==> src/rtl/dmss_pkg.sv <==
`default_nettype none

package dmss_pkg;

  localparam int DUTY_W     = 10;
  localparam int TIMER_W    = 16;
  localparam int OP_W       = 2;
  localparam int CFG_IDX_W  = 3;
  localparam int CFG_DATA_W = (TIMER_W > DUTY_W) ? TIMER_W : DUTY_W;

  typedef logic [DUTY_W-1:0]  duty_t;
  typedef logic [TIMER_W-1:0] timer_t;

  // Operation codes of an input transfer. Code 3 leaves the state unchanged.
  localparam logic [OP_W-1:0] OP_TICK = 2'd0;
  localparam logic [OP_W-1:0] OP_MOVE = 2'd1;
  localparam logic [OP_W-1:0] OP_STOP = 2'd2;

  // Configuration register indexes.
  localparam logic [CFG_IDX_W-1:0] REG_MAX_DUTY     = 3'd0;
  localparam logic [CFG_IDX_W-1:0] REG_MIN_DUTY     = 3'd1;
  localparam logic [CFG_IDX_W-1:0] REG_STARTUP_DUTY = 3'd2;
  localparam logic [CFG_IDX_W-1:0] REG_SYNC_DELAY   = 3'd3;
  localparam logic [CFG_IDX_W-1:0] REG_STARTUP_TIME = 3'd4;
  localparam logic [CFG_IDX_W-1:0] REG_STEP_TIME    = 3'd5;
  localparam logic [CFG_IDX_W-1:0] REG_PAUSE_TIME   = 3'd6;

  localparam duty_t  RST_MAX_DUTY     = 10'd1023;
  localparam duty_t  RST_MIN_DUTY     = 10'd0;
  localparam duty_t  RST_STARTUP_DUTY = 10'd716;
  localparam timer_t RST_SYNC_DELAY   = 16'd5;
  localparam timer_t RST_STARTUP_TIME = 16'd300;
  localparam timer_t RST_STEP_TIME    = 16'd20;
  localparam timer_t RST_PAUSE_TIME   = 16'd100;

  // Ramp steps are fine-grained when the distance is below this.
  localparam duty_t RAMP_NEAR = 10'd5;
  // v / 20 is computed as (v >> 2) / 5, with / 5 done as * 52429 >> 18,
  // which is exact for every quotient input below 81920.
  localparam int DIV5_MUL   = 52429;
  localparam int DIV5_SHIFT = 18;
  localparam int QUART_W    = DUTY_W - 2;
  localparam int PROD_W     = QUART_W + 16;

  typedef enum logic [1:0] {
    DIR_STOP  = 2'd0,
    DIR_FWD   = 2'd1,
    DIR_BWD   = 2'd2,
    DIR_BRAKE = 2'd3
  } dir_t;

  typedef enum logic [2:0] {
    PH_IDLE       = 3'd0,
    PH_STOP_SYNC  = 3'd1,
    PH_REV_SYNC   = 3'd2,
    PH_PAUSE      = 3'd3,
    PH_START_SYNC = 3'd4,
    PH_STARTUP    = 3'd5,
    PH_RAMP       = 3'd6
  } phase_t;

  typedef struct packed {
    duty_t  max_duty;
    duty_t  min_duty;
    duty_t  startup_duty;
    timer_t sync_delay;
    timer_t startup_time;
    timer_t step_time;
    timer_t pause_time;
  } cfg_t;

  // Both motors always carry the same duty, so one duty register serves both.
  typedef struct packed {
    phase_t phase;
    timer_t wait_cnt;
    duty_t  ramp_val;
    duty_t  ramp_tgt;
    dir_t   pend_a;
    dir_t   pend_b;
    dir_t   dir_a;
    dir_t   dir_b;
    duty_t  duty;
  } state_t;

  typedef struct packed {
    logic  pin_a1;
    logic  pin_a2;
    logic  pin_b1;
    logic  pin_b2;
    duty_t duty_a;
    duty_t duty_b;
    logic  busy;
  } result_t;

  function automatic duty_t div20(input duty_t v);
    logic [QUART_W-1:0] quart;
    logic [PROD_W-1:0]  prod;
    quart = v[DUTY_W-1:2];
    prod  = PROD_W'(quart) * PROD_W'(DIV5_MUL);
    return DUTY_W'(prod >> DIV5_SHIFT);
  endfunction

  // Cap at the maximum first, then raise a nonzero duty to the floor.
  function automatic duty_t apply_duty(input duty_t v, input cfg_t cfg);
    duty_t d;
    d = (v > cfg.max_duty) ? cfg.max_duty : v;
    if ((d != '0) && (d < cfg.min_duty)) begin
      d = cfg.min_duty;
    end
    return d;
  endfunction

  function automatic logic pin_one(input dir_t d);
    return (d == DIR_FWD) || (d == DIR_BRAKE);
  endfunction

  function automatic logic pin_two(input dir_t d);
    return (d == DIR_BWD) || (d == DIR_BRAKE);
  endfunction

endpackage

`default_nettype wire

==> src/rtl/dual_motor_soft_start_sequencer_core.sv <==
// Each transfer's result is registered before it appears on the out_ channel.
// One item per cycle while in_ready is high; the state is updated in a single pass.
// A two-entry result buffer keeps in_ready high while one result waits downstream.
// Reset (rst_n low, synchronous): idle, both motors stopped at zero duty, all
// configuration registers back to their documented defaults, no result pending.
`default_nettype none

module dual_motor_soft_start_sequencer_core
  import dmss_pkg::*;
(
  input  logic                  clk,
  input  logic                  rst_n,
  input  logic                  in_valid,
  output logic                  in_ready,
  input  logic [OP_W-1:0]       in_operation,
  input  logic [1:0]            in_dir_a,
  input  logic [1:0]            in_dir_b,
  input  logic [DUTY_W-1:0]     in_target_duty,
  output logic                  out_valid,
  input  logic                  out_ready,
  output logic                  out_pin_a1,
  output logic                  out_pin_a2,
  output logic                  out_pin_b1,
  output logic                  out_pin_b2,
  output logic [DUTY_W-1:0]     out_duty_a,
  output logic [DUTY_W-1:0]     out_duty_b,
  output logic                  out_busy_res,
  input  logic                  cfg_we,
  input  logic [CFG_IDX_W-1:0]  cfg_index,
  input  logic [CFG_DATA_W-1:0] cfg_wdata
);

  // The sequencer state lives in one struct register. Every accepted transfer
  // (a tick, a move or a stop) moves it forward exactly once.
  state_t  state_r, state_nxt;
  cfg_t    cfg_r;
  result_t res_nxt;
  result_t res_out;
  logic    in_xfer;

  assign in_xfer = in_valid && in_ready;

  // The whole sequencing decision for one transfer is short combinational
  // logic: a timer compare, a ramp step with a constant divide, and the
  // duty cap and floor.
  dmss_step u_step (
    .st     (state_r),
    .cfg    (cfg_r),
    .op     (in_operation),
    .dir_a  (dir_t'(in_dir_a)),
    .dir_b  (dir_t'(in_dir_b)),
    .target (in_target_duty),
    .nxt    (state_nxt)
  );

  // The result always reflects the state after the transfer, so it is formed
  // from the next-state value and captured together with the state update.
  always_comb begin
    res_nxt.pin_a1 = pin_one(state_nxt.dir_a);
    res_nxt.pin_a2 = pin_two(state_nxt.dir_a);
    res_nxt.pin_b1 = pin_one(state_nxt.dir_b);
    res_nxt.pin_b2 = pin_two(state_nxt.dir_b);
    res_nxt.duty_a = state_nxt.duty;
    res_nxt.duty_b = state_nxt.duty;
    res_nxt.busy   = (state_nxt.phase != PH_IDLE);
  end

  // Result register plus skid entry. Its free slot is what in_ready reports.
  dmss_out_buf u_out_buf (
    .clk        (clk),
    .rst_n      (rst_n),
    .push_valid (in_valid),
    .push_ready (in_ready),
    .push_data  (res_nxt),
    .pop_valid  (out_valid),
    .pop_ready  (out_ready),
    .pop_data   (res_out)
  );

  assign out_pin_a1   = res_out.pin_a1;
  assign out_pin_a2   = res_out.pin_a2;
  assign out_pin_b1   = res_out.pin_b1;
  assign out_pin_b2   = res_out.pin_b2;
  assign out_duty_a   = res_out.duty_a;
  assign out_duty_b   = res_out.duty_b;
  assign out_busy_res = res_out.busy;

  always_ff @(posedge clk) begin
    if (!rst_n) begin
      state_r.phase    <= PH_IDLE;
      state_r.wait_cnt <= '0;
      state_r.ramp_val <= '0;
      state_r.ramp_tgt <= '0;
      state_r.pend_a   <= DIR_STOP;
      state_r.pend_b   <= DIR_STOP;
      state_r.dir_a    <= DIR_STOP;
      state_r.dir_b    <= DIR_STOP;
      state_r.duty     <= '0;
    end else if (in_xfer) begin
      state_r <= state_nxt;
    end
  end

  // Configuration registers. The user must issue writes only while the sequencer
  // is idle; the block does not enforce it. Writes apply at once, no hold-off.
  always_ff @(posedge clk) begin
    if (!rst_n) begin
      cfg_r.max_duty     <= RST_MAX_DUTY;
      cfg_r.min_duty     <= RST_MIN_DUTY;
      cfg_r.startup_duty <= RST_STARTUP_DUTY;
      cfg_r.sync_delay   <= RST_SYNC_DELAY;
      cfg_r.startup_time <= RST_STARTUP_TIME;
      cfg_r.step_time    <= RST_STEP_TIME;
      cfg_r.pause_time   <= RST_PAUSE_TIME;
    end else if (cfg_we) begin
      unique case (cfg_index)
        REG_MAX_DUTY:     cfg_r.max_duty     <= cfg_wdata[DUTY_W-1:0];
        REG_MIN_DUTY:     cfg_r.min_duty     <= cfg_wdata[DUTY_W-1:0];
        REG_STARTUP_DUTY: cfg_r.startup_duty <= cfg_wdata[DUTY_W-1:0];
        REG_SYNC_DELAY:   cfg_r.sync_delay   <= cfg_wdata[TIMER_W-1:0];
        REG_STARTUP_TIME: cfg_r.startup_time <= cfg_wdata[TIMER_W-1:0];
        REG_STEP_TIME:    cfg_r.step_time    <= cfg_wdata[TIMER_W-1:0];
        REG_PAUSE_TIME:   cfg_r.pause_time   <= cfg_wdata[TIMER_W-1:0];
        default:          cfg_r              <= cfg_r;
      endcase
    end
  end

endmodule

`default_nettype wire

==> src/rtl/dmss_step.sv <==
`default_nettype none

module dmss_step
  import dmss_pkg::*;
(
  input  state_t          st,
  input  cfg_t            cfg,
  input  logic [OP_W-1:0] op,
  input  dir_t            dir_a,
  input  dir_t            dir_b,
  input  duty_t           target,
  output state_t          nxt
);

  logic   idle;
  logic   fire;
  logic   change;
  logic   at_target;
  logic   ramp_up;
  duty_t  span;
  duty_t  quot;
  duty_t  step;
  duty_t  ramp_nxt;
  phase_t phase_nxt;

  assign idle      = (st.phase == PH_IDLE);
  assign fire      = !idle && (st.wait_cnt <= timer_t'(1));
  assign change    = (st.duty != '0) && ((st.dir_a != dir_a) || (st.dir_b != dir_b));
  assign at_target = (st.ramp_val == st.ramp_tgt);

  // One ramp step, clamped so it never passes the target.
  always_comb begin
    ramp_up = (st.ramp_val <= st.ramp_tgt);
    span    = ramp_up ? (st.ramp_tgt - st.ramp_val) : (st.ramp_val - st.ramp_tgt);
    quot    = div20(st.ramp_val);
    if (span < RAMP_NEAR) begin
      step = duty_t'(1);
    end else if (quot == '0) begin
      step = duty_t'(1);
    end else begin
      step = quot;
    end
    if (span < step) begin
      ramp_nxt = st.ramp_tgt;
    end else if (ramp_up) begin
      ramp_nxt = st.ramp_val + step;
    end else begin
      ramp_nxt = st.ramp_val - step;
    end
  end

  // Next phase.
  always_comb begin
    phase_nxt = st.phase;
    case (op)
      OP_TICK: begin
        if (fire) begin
          unique case (st.phase) inside
            PH_STOP_SYNC:         phase_nxt = PH_IDLE;
            PH_REV_SYNC:          phase_nxt = PH_PAUSE;
            PH_PAUSE:             phase_nxt = PH_START_SYNC;
            PH_START_SYNC:        phase_nxt = PH_STARTUP;
            PH_STARTUP, PH_RAMP:  phase_nxt = at_target ? PH_IDLE : PH_RAMP;
            default:              phase_nxt = PH_IDLE;
          endcase
        end
      end
      OP_MOVE: begin
        if (idle) begin
          phase_nxt = change ? PH_REV_SYNC : PH_START_SYNC;
        end
      end
      OP_STOP: begin
        if (idle) begin
          phase_nxt = PH_STOP_SYNC;
        end
      end
      default: phase_nxt = st.phase;
    endcase
  end

  // Counters, ramp, directions and duty.
  always_comb begin
    nxt       = st;
    nxt.phase = phase_nxt;
    case (op)
      OP_TICK: begin
        if (!idle && !fire) begin
          nxt.wait_cnt = st.wait_cnt - timer_t'(1);
        end else if (fire) begin
          nxt.wait_cnt = '0;
          unique case (st.phase) inside
            PH_STOP_SYNC: begin
              nxt.dir_a = DIR_STOP;
              nxt.dir_b = DIR_STOP;
            end
            PH_REV_SYNC: begin
              nxt.dir_a    = DIR_STOP;
              nxt.dir_b    = DIR_STOP;
              nxt.wait_cnt = cfg.pause_time;
            end
            PH_PAUSE: begin
              nxt.dir_a    = st.pend_a;
              nxt.dir_b    = st.pend_b;
              nxt.wait_cnt = cfg.sync_delay;
            end
            PH_START_SYNC: begin
              nxt.ramp_val = cfg.startup_duty;
              nxt.duty     = apply_duty(cfg.startup_duty, cfg);
              nxt.wait_cnt = cfg.startup_time;
            end
            PH_STARTUP, PH_RAMP: begin
              if (!at_target) begin
                nxt.ramp_val = ramp_nxt;
                nxt.duty     = apply_duty(ramp_nxt, cfg);
                nxt.wait_cnt = cfg.step_time;
              end
            end
            default: nxt.wait_cnt = '0;
          endcase
        end
      end
      OP_MOVE: begin
        if (idle) begin
          nxt.pend_a   = dir_a;
          nxt.pend_b   = dir_b;
          nxt.ramp_tgt = target;
          nxt.wait_cnt = cfg.sync_delay;
          if (change) begin
            nxt.duty = '0;
          end else begin
            nxt.dir_a = dir_a;
            nxt.dir_b = dir_b;
          end
        end
      end
      OP_STOP: begin
        if (idle) begin
          nxt.duty     = '0;
          nxt.wait_cnt = cfg.sync_delay;
        end
      end
      default: nxt = st;
    endcase
  end

endmodule

`default_nettype wire

==> src/rtl/dmss_out_buf.sv <==
`default_nettype none

module dmss_out_buf
  import dmss_pkg::*;
(
  input  logic    clk,
  input  logic    rst_n,
  input  logic    push_valid,
  output logic    push_ready,
  input  result_t push_data,
  output logic    pop_valid,
  input  logic    pop_ready,
  output result_t pop_data
);

  logic    main_valid_r, main_valid_nxt;
  logic    skid_valid_r, skid_valid_nxt;
  result_t main_data_r, main_data_nxt;
  result_t skid_data_r, skid_data_nxt;
  logic    pop;
  logic    push;

  assign push_ready = !skid_valid_r;
  assign pop_valid  = main_valid_r;
  assign pop_data   = main_data_r;
  assign pop        = main_valid_r && pop_ready;
  assign push       = push_valid && push_ready;

  always_comb begin
    main_valid_nxt = main_valid_r;
    skid_valid_nxt = skid_valid_r;
    main_data_nxt  = main_data_r;
    skid_data_nxt  = skid_data_r;
    if (skid_valid_r) begin
      if (pop) begin
        main_data_nxt  = skid_data_r;
        skid_valid_nxt = 1'b0;
      end
    end else if (push) begin
      if (!main_valid_r || pop) begin
        main_data_nxt  = push_data;
        main_valid_nxt = 1'b1;
      end else begin
        skid_data_nxt  = push_data;
        skid_valid_nxt = 1'b1;
      end
    end else if (pop) begin
      main_valid_nxt = 1'b0;
    end
  end

  always_ff @(posedge clk) begin
    if (!rst_n) begin
      main_valid_r <= 1'b0;
      skid_valid_r <= 1'b0;
    end else begin
      main_valid_r <= main_valid_nxt;
      skid_valid_r <= skid_valid_nxt;
    end
    main_data_r <= main_data_nxt;
    skid_data_r <= skid_data_nxt;
  end

endmodule

`default_nettype wire

==> config.mk <==
export PLATFORM = sky130hd
export DESIGN_NAME = dual_motor_soft_start_sequencer_core
export DESIGN_NICKNAME = d
export VERILOG_FILES = /design/src/rtl/dmss_pkg.sv /design/src/rtl/dual_motor_soft_start_sequencer_core.sv /design/src/rtl/dmss_step.sv /design/src/rtl/dmss_out_buf.sv
export SDC_FILE = /design/constraint.sdc
export NUM_CORES = 1
export LEC_CHECK = 0
export BUFFER_PORTS_ARGS = -buffer_cell sky130_fd_sc_hd__buf_2
export CAP_MARGIN = 20
export CORE_MARGIN = 3
export CORE_UTILIZATION = 65
export DETAILED_ROUTE_END_ITERATION = 8
export PLACE_DENSITY_LB_ADDON = 0.2
export SETUP_SLACK_MARGIN = 0.05
export SLEW_MARGIN = 20
export SYNTH_ARGS = -nofsm -noshare
export SYNTH_HDL_FRONTEND = slang
export SYNTH_SLANG_ARGS = --single-unit
==> constraint.sdc <==
create_clock -name clk -period 30.7 [get_ports clk]
set_input_delay 1.535 -clock clk [delete_from_list [all_inputs] [get_ports clk]]
set_output_delay 1.535 -clock clk [all_outputs]
set_load 0.01 [all_outputs]
==> results.md <==
Pwr:
- For this design the ratio of total power to cell area is 45.6 nW/um2.
- VDD sags by at most 0.0394 mV.
- Summed over all cells, the static leakage comes to 6.42 nW.

Setup path:
- In this run the register-to-register setup slack is 17920 ps.
- The critical setup path kind is flop to flop.
- The startpoint kind of the worst setup timing path is a flop.
- Among all stages on the critical path, the largest delay is contributed by sky130_fd_sc_hd__fa_1.
- Measured in cells, the most critical reg-to-reg path has a length of 51.
- The largest incremental delay on the critical path is 680 ps.
- The required time of the critical path is 30890 ps.
- The source of the worst register-to-register timing path is state_r[36].
- The arrival time reported for the critical path endpoint is 12970 ps.
- The endpoint identified for the worst register-to-register timing path is u_out_buf.pop_data[1].
- The worst setup path is captured at a flop.
- By instance count, the cell type seen most on the critical path is sky130_fd_sc_hd__ha_1.
- The peak fanout along the critical path is 16.

Global routing:
- The aggregate global-route resource usage is 32.7%.
- The via count of the first global-routing pass is 12000.
- The number of antenna violations at the first check in global routing is 0.
- The first global-routing pass estimated 60700 um of wire.
- The total overflow left after global routing is 0.
- Entering global routing, the biggest net connects 127 pins.

Synthesis:
- The number of flops mapped to enable cells by yosys is 30.
- The synthesized design contains 183 register bits.
- The sequential share of the synthesized area is 28.8%.
- The total of warnings raised by yosys is 0.
- In this run the cell area of the synthesized design comes to 13800 um2.
- The commonest register cell after synthesis is sky130_fd_sc_hd__dfxtp_1.
- The netlist uses 78 different library cells.
- The cell count after synthesis came out at 1689.
- Counting flops with an async set or reset pin after synthesis yields a share of 0%.
- The average instance in the mapped netlist occupies 8.15 um2.
- The synthesized netlist net count is 1874.

Clock network:
- The longest clock path from root to sink contains 2 buffers.
- The root buffer cell is sky130_fd_sc_hd__clkbuf_16.
- The number of gates given a new drive strength after cts is 0.
- Buffers inserted during clock tree synthesis total 17.
- After clock tree synthesis, the clock-pin slew on the worst setup and hold paths is 70 ps.
- The H-tree was split into 4 levels.
- The number of hold buffers added after CTS was 0.
- The post-CTS setup-driven buffer insertion count is 0.
- The clock latency on the worst-skew pair is 450 ps.
- TritonCTS built the clock tree.
- The clock sink count is 183.

Die:
- The overall die height is 152 um.
- The starting density of the core is 67.1%.
- The floorplan step defined a die boundary enclosing 23000 um2.
- The core region is 20500 um2.
- The width of the die is 152 um.
- The count of pins on the block boundary is 67.
- The floorplan has 52 rows.

STA:
- At the pin with the least slew margin, the transition time is 1130 ps.
- The hold slack is 460 ps.
- The number of hold violations in the final report is 0.
- Headroom to the max-slew limit came out at 24.6%.
- The final-report max-slew violation count is 0.
- The count of final setup violators is 0.
- The summed negative setup slack over all endpoints is 0 ps.
- The achievable clock frequency is 78.3 MHz.
- Dividing the final minimum period by the clock period gives 41.6%.
- Across the routed clock network, the largest skew measured is 16.5 ps.
- Setup repair after global routing left no endpoint under its margin.
- Counting I/O delays and the setup requirement, the final critical path takes 12780 ps.

Drt:
- Dividing the detail-routed wire length by the instance count gives 19.0 um.
- In this run, the number of DRC markers left after iteration 0 of detailed routing was 1417.
- The routed layout has 12700 vias.
- The remaining routing DRC violations is 0.
- The count of nets left with antenna violations once routing finished came out at 0.
- The first detailed-routing pass ran for 5 iterations.
- After detailed routing, the total wire length is 37500 um.
- The mean number of vias per cell is 6.41.

Placed design:
- Port buffering added 66 buffers.
- Once detailed placement completed, the half-perimeter wirelength came to 27500 um.
- The final estimated routing congestion in global placement is 0.981.

Final layout:
- The final layout contains 1882 nets.
- The area growth from synthesis to final layout is 7.18%.
- The share of post-route cells with drive strength above 1 is 9.82%.
- The number of diodes is 0.

Status:
- The flow ran to the end, and the final reports show no timing, DRC or antenna violations.

Hold path:
- The hold path startpoint is cfg_r[0].
- The end point of the worst hold path is cfg_r[0].
- The class of the worst hold path is flop to flop.
- The worst hold path passes through 2 cells.

Flow run:
- Max-cap violations in this run came to 0.
==> flip-flops by register name (all words and copies together) (netlist names) <==
name / count
cfg_r: 94
state_r: 57
u_out_buf.pop_data: 15
u_out_buf.skid_data_r: 15
u_out_buf.pop_valid: 1
u_out_buf.skid_valid_r: 1
==> how the worst max path moves through the flow <==
stage | from | to | slack (ps) | cells after the start
after floorplan | state_r[35] | u_out_buf.pop_data[1] | 19730 | 53
after global placement | state_r[36] | u_out_buf.pop_data[1] | 18800 | 51
after detailed placement | state_r[36] | u_out_buf.pop_data[1] | 18240 | 51
after CTS | state_r[36] | u_out_buf.pop_data[1] | 18210 | 51
after global routing | state_r[36] | u_out_buf.skid_data_r[19] | 17070 | 51
final | state_r[36] | u_out_buf.pop_data[1] | 17920 | 51
==> logic make-up after synthesis <==
kind of cell | Yosys count | share of synthesized area [%]
simple gates | 601 | 19.9
compound gates | 456 | 24.0
buf+inv | 206 | 6.15
flops | 183 | 28.8
fa+ha+maj | 145 | 14.1
mux | 57 | 4.43
xor+xnor | 41 | 2.61
==> metal layers <==
metal  share of wire, %  vias to the layer above  wire length, um  GRT usage [%]
li1                   -                     6051                -              -
met1                 45                     6027            16800           46.8
met2                 44                      546            16700           51.2
met3                8.6                       66             3250           5.35
met4                2.2                        0              810           9.43
met5                  0                        -                0              0
==> metrics by stage <==
stage          area (um2)  util [%]  cells  worst slack, ps  total power [mW]
2_1_floorplan       13800         -   1689            19730             0.407
4_1_cts             14700      71.8   1978            18210             0.667
6_report            14800      72.0   1980            17920             0.672
3_3_place_gp        14100      68.9   1946            18800             0.448
3_5_place_dp        14100      68.9   1946            18240             0.451
5_1_grt             14800      72.0   1980            17070             0.701
==> power breakdown <==
group / leakage, nW / switching, mW / internal, mW / total, mW
Combinational: 4.62 / 0.121 / 0.0737 / 0.195
Sequential: 1.51 / 0.00700 / 0.252 / 0.259
Clock: 0.286 / 0.108 / 0.111 / 0.219
Total: 6.42 / 0.236 / 0.437 / 0.672
==> Yosys cell counts (17+ instances only) <==
cell type                    n  area share (%)
sky130_fd_sc_hd__a22oi_1    25             1.4
sky130_fd_sc_hd__nand2_1   309             8.4
sky130_fd_sc_hd__nor3_1     24            0.87
sky130_fd_sc_hd__nor2_1     78             2.1
sky130_fd_sc_hd__inv_1     114             3.1
sky130_fd_sc_hd__nor2b_1    18            0.82
sky130_fd_sc_hd__ha_1      128              12
sky130_fd_sc_hd__a21boi_0   87             4.7
sky130_fd_sc_hd__clkbuf_1   63             1.7
sky130_fd_sc_hd__o211ai_1   18            0.98
sky130_fd_sc_hd__dfxtp_1   153              22
sky130_fd_sc_hd__o22ai_1    21            0.95
sky130_fd_sc_hd__mux2_2     31             2.5
sky130_fd_sc_hd__and2_1     26             1.2
sky130_fd_sc_hd__mux2i_1    26             1.9
sky130_fd_sc_hd__a21o_1     39             2.1
sky130_fd_sc_hd__o21ai_0    75             2.7
sky130_fd_sc_hd__nand3_1    58             2.1
sky130_fd_sc_hd__fa_1       17             2.5
sky130_fd_sc_hd__edfxtp_1   30             6.5
sky130_fd_sc_hd__xnor2_1    23             1.5
sky130_fd_sc_hd__xor2_1     18             1.1
sky130_fd_sc_hd__a21oi_1    62             2.3
==> worst max-delay path: cells and delay by family, from the launching register on <==
kind	cells	cell delay, ps
muxes	2	430
DFF	1	500
buffers and inverters	3	280
and+or+nand+nor	12	2200
adders and majority gates	9	3410
xor gates and xnor gates	1	130
AOI/OAI and AO/OA	24	5550
==> area by class of cell <==
class | instances | area [um2]
Timing Repair Buffer | 79 | 454
Tap cell | 270 | 338
Multi-Input combinational cell | 1300 | 8980
Clock buffer | 18 | 439
Inverter | 116 | 435
Sequential cell | 183 | 3960
Clock inverter | 14 | 144
Fill cell | 1608 | 5740
==> cell usage in the layout (no fill, tap or decap), types with 30 or more instances in the layout <==
cell type and count:
sky130_fd_sc_hd__buf_2 65, sky130_fd_sc_hd__a21o_1 39, sky130_fd_sc_hd__a21boi_0 87, sky130_fd_sc_hd__o21ai_0 75
sky130_fd_sc_hd__a21oi_1 62, sky130_fd_sc_hd__dfxtp_1 153, sky130_fd_sc_hd__nand2_1 309, sky130_fd_sc_hd__inv_1 114
sky130_fd_sc_hd__nor2_1 77, sky130_fd_sc_hd__nand3_1 58, sky130_fd_sc_hd__mux2_2 31, sky130_fd_sc_hd__ha_1 128
sky130_fd_sc_hd__edfxtp_1 30
Power figures use the tool's default switching activity.
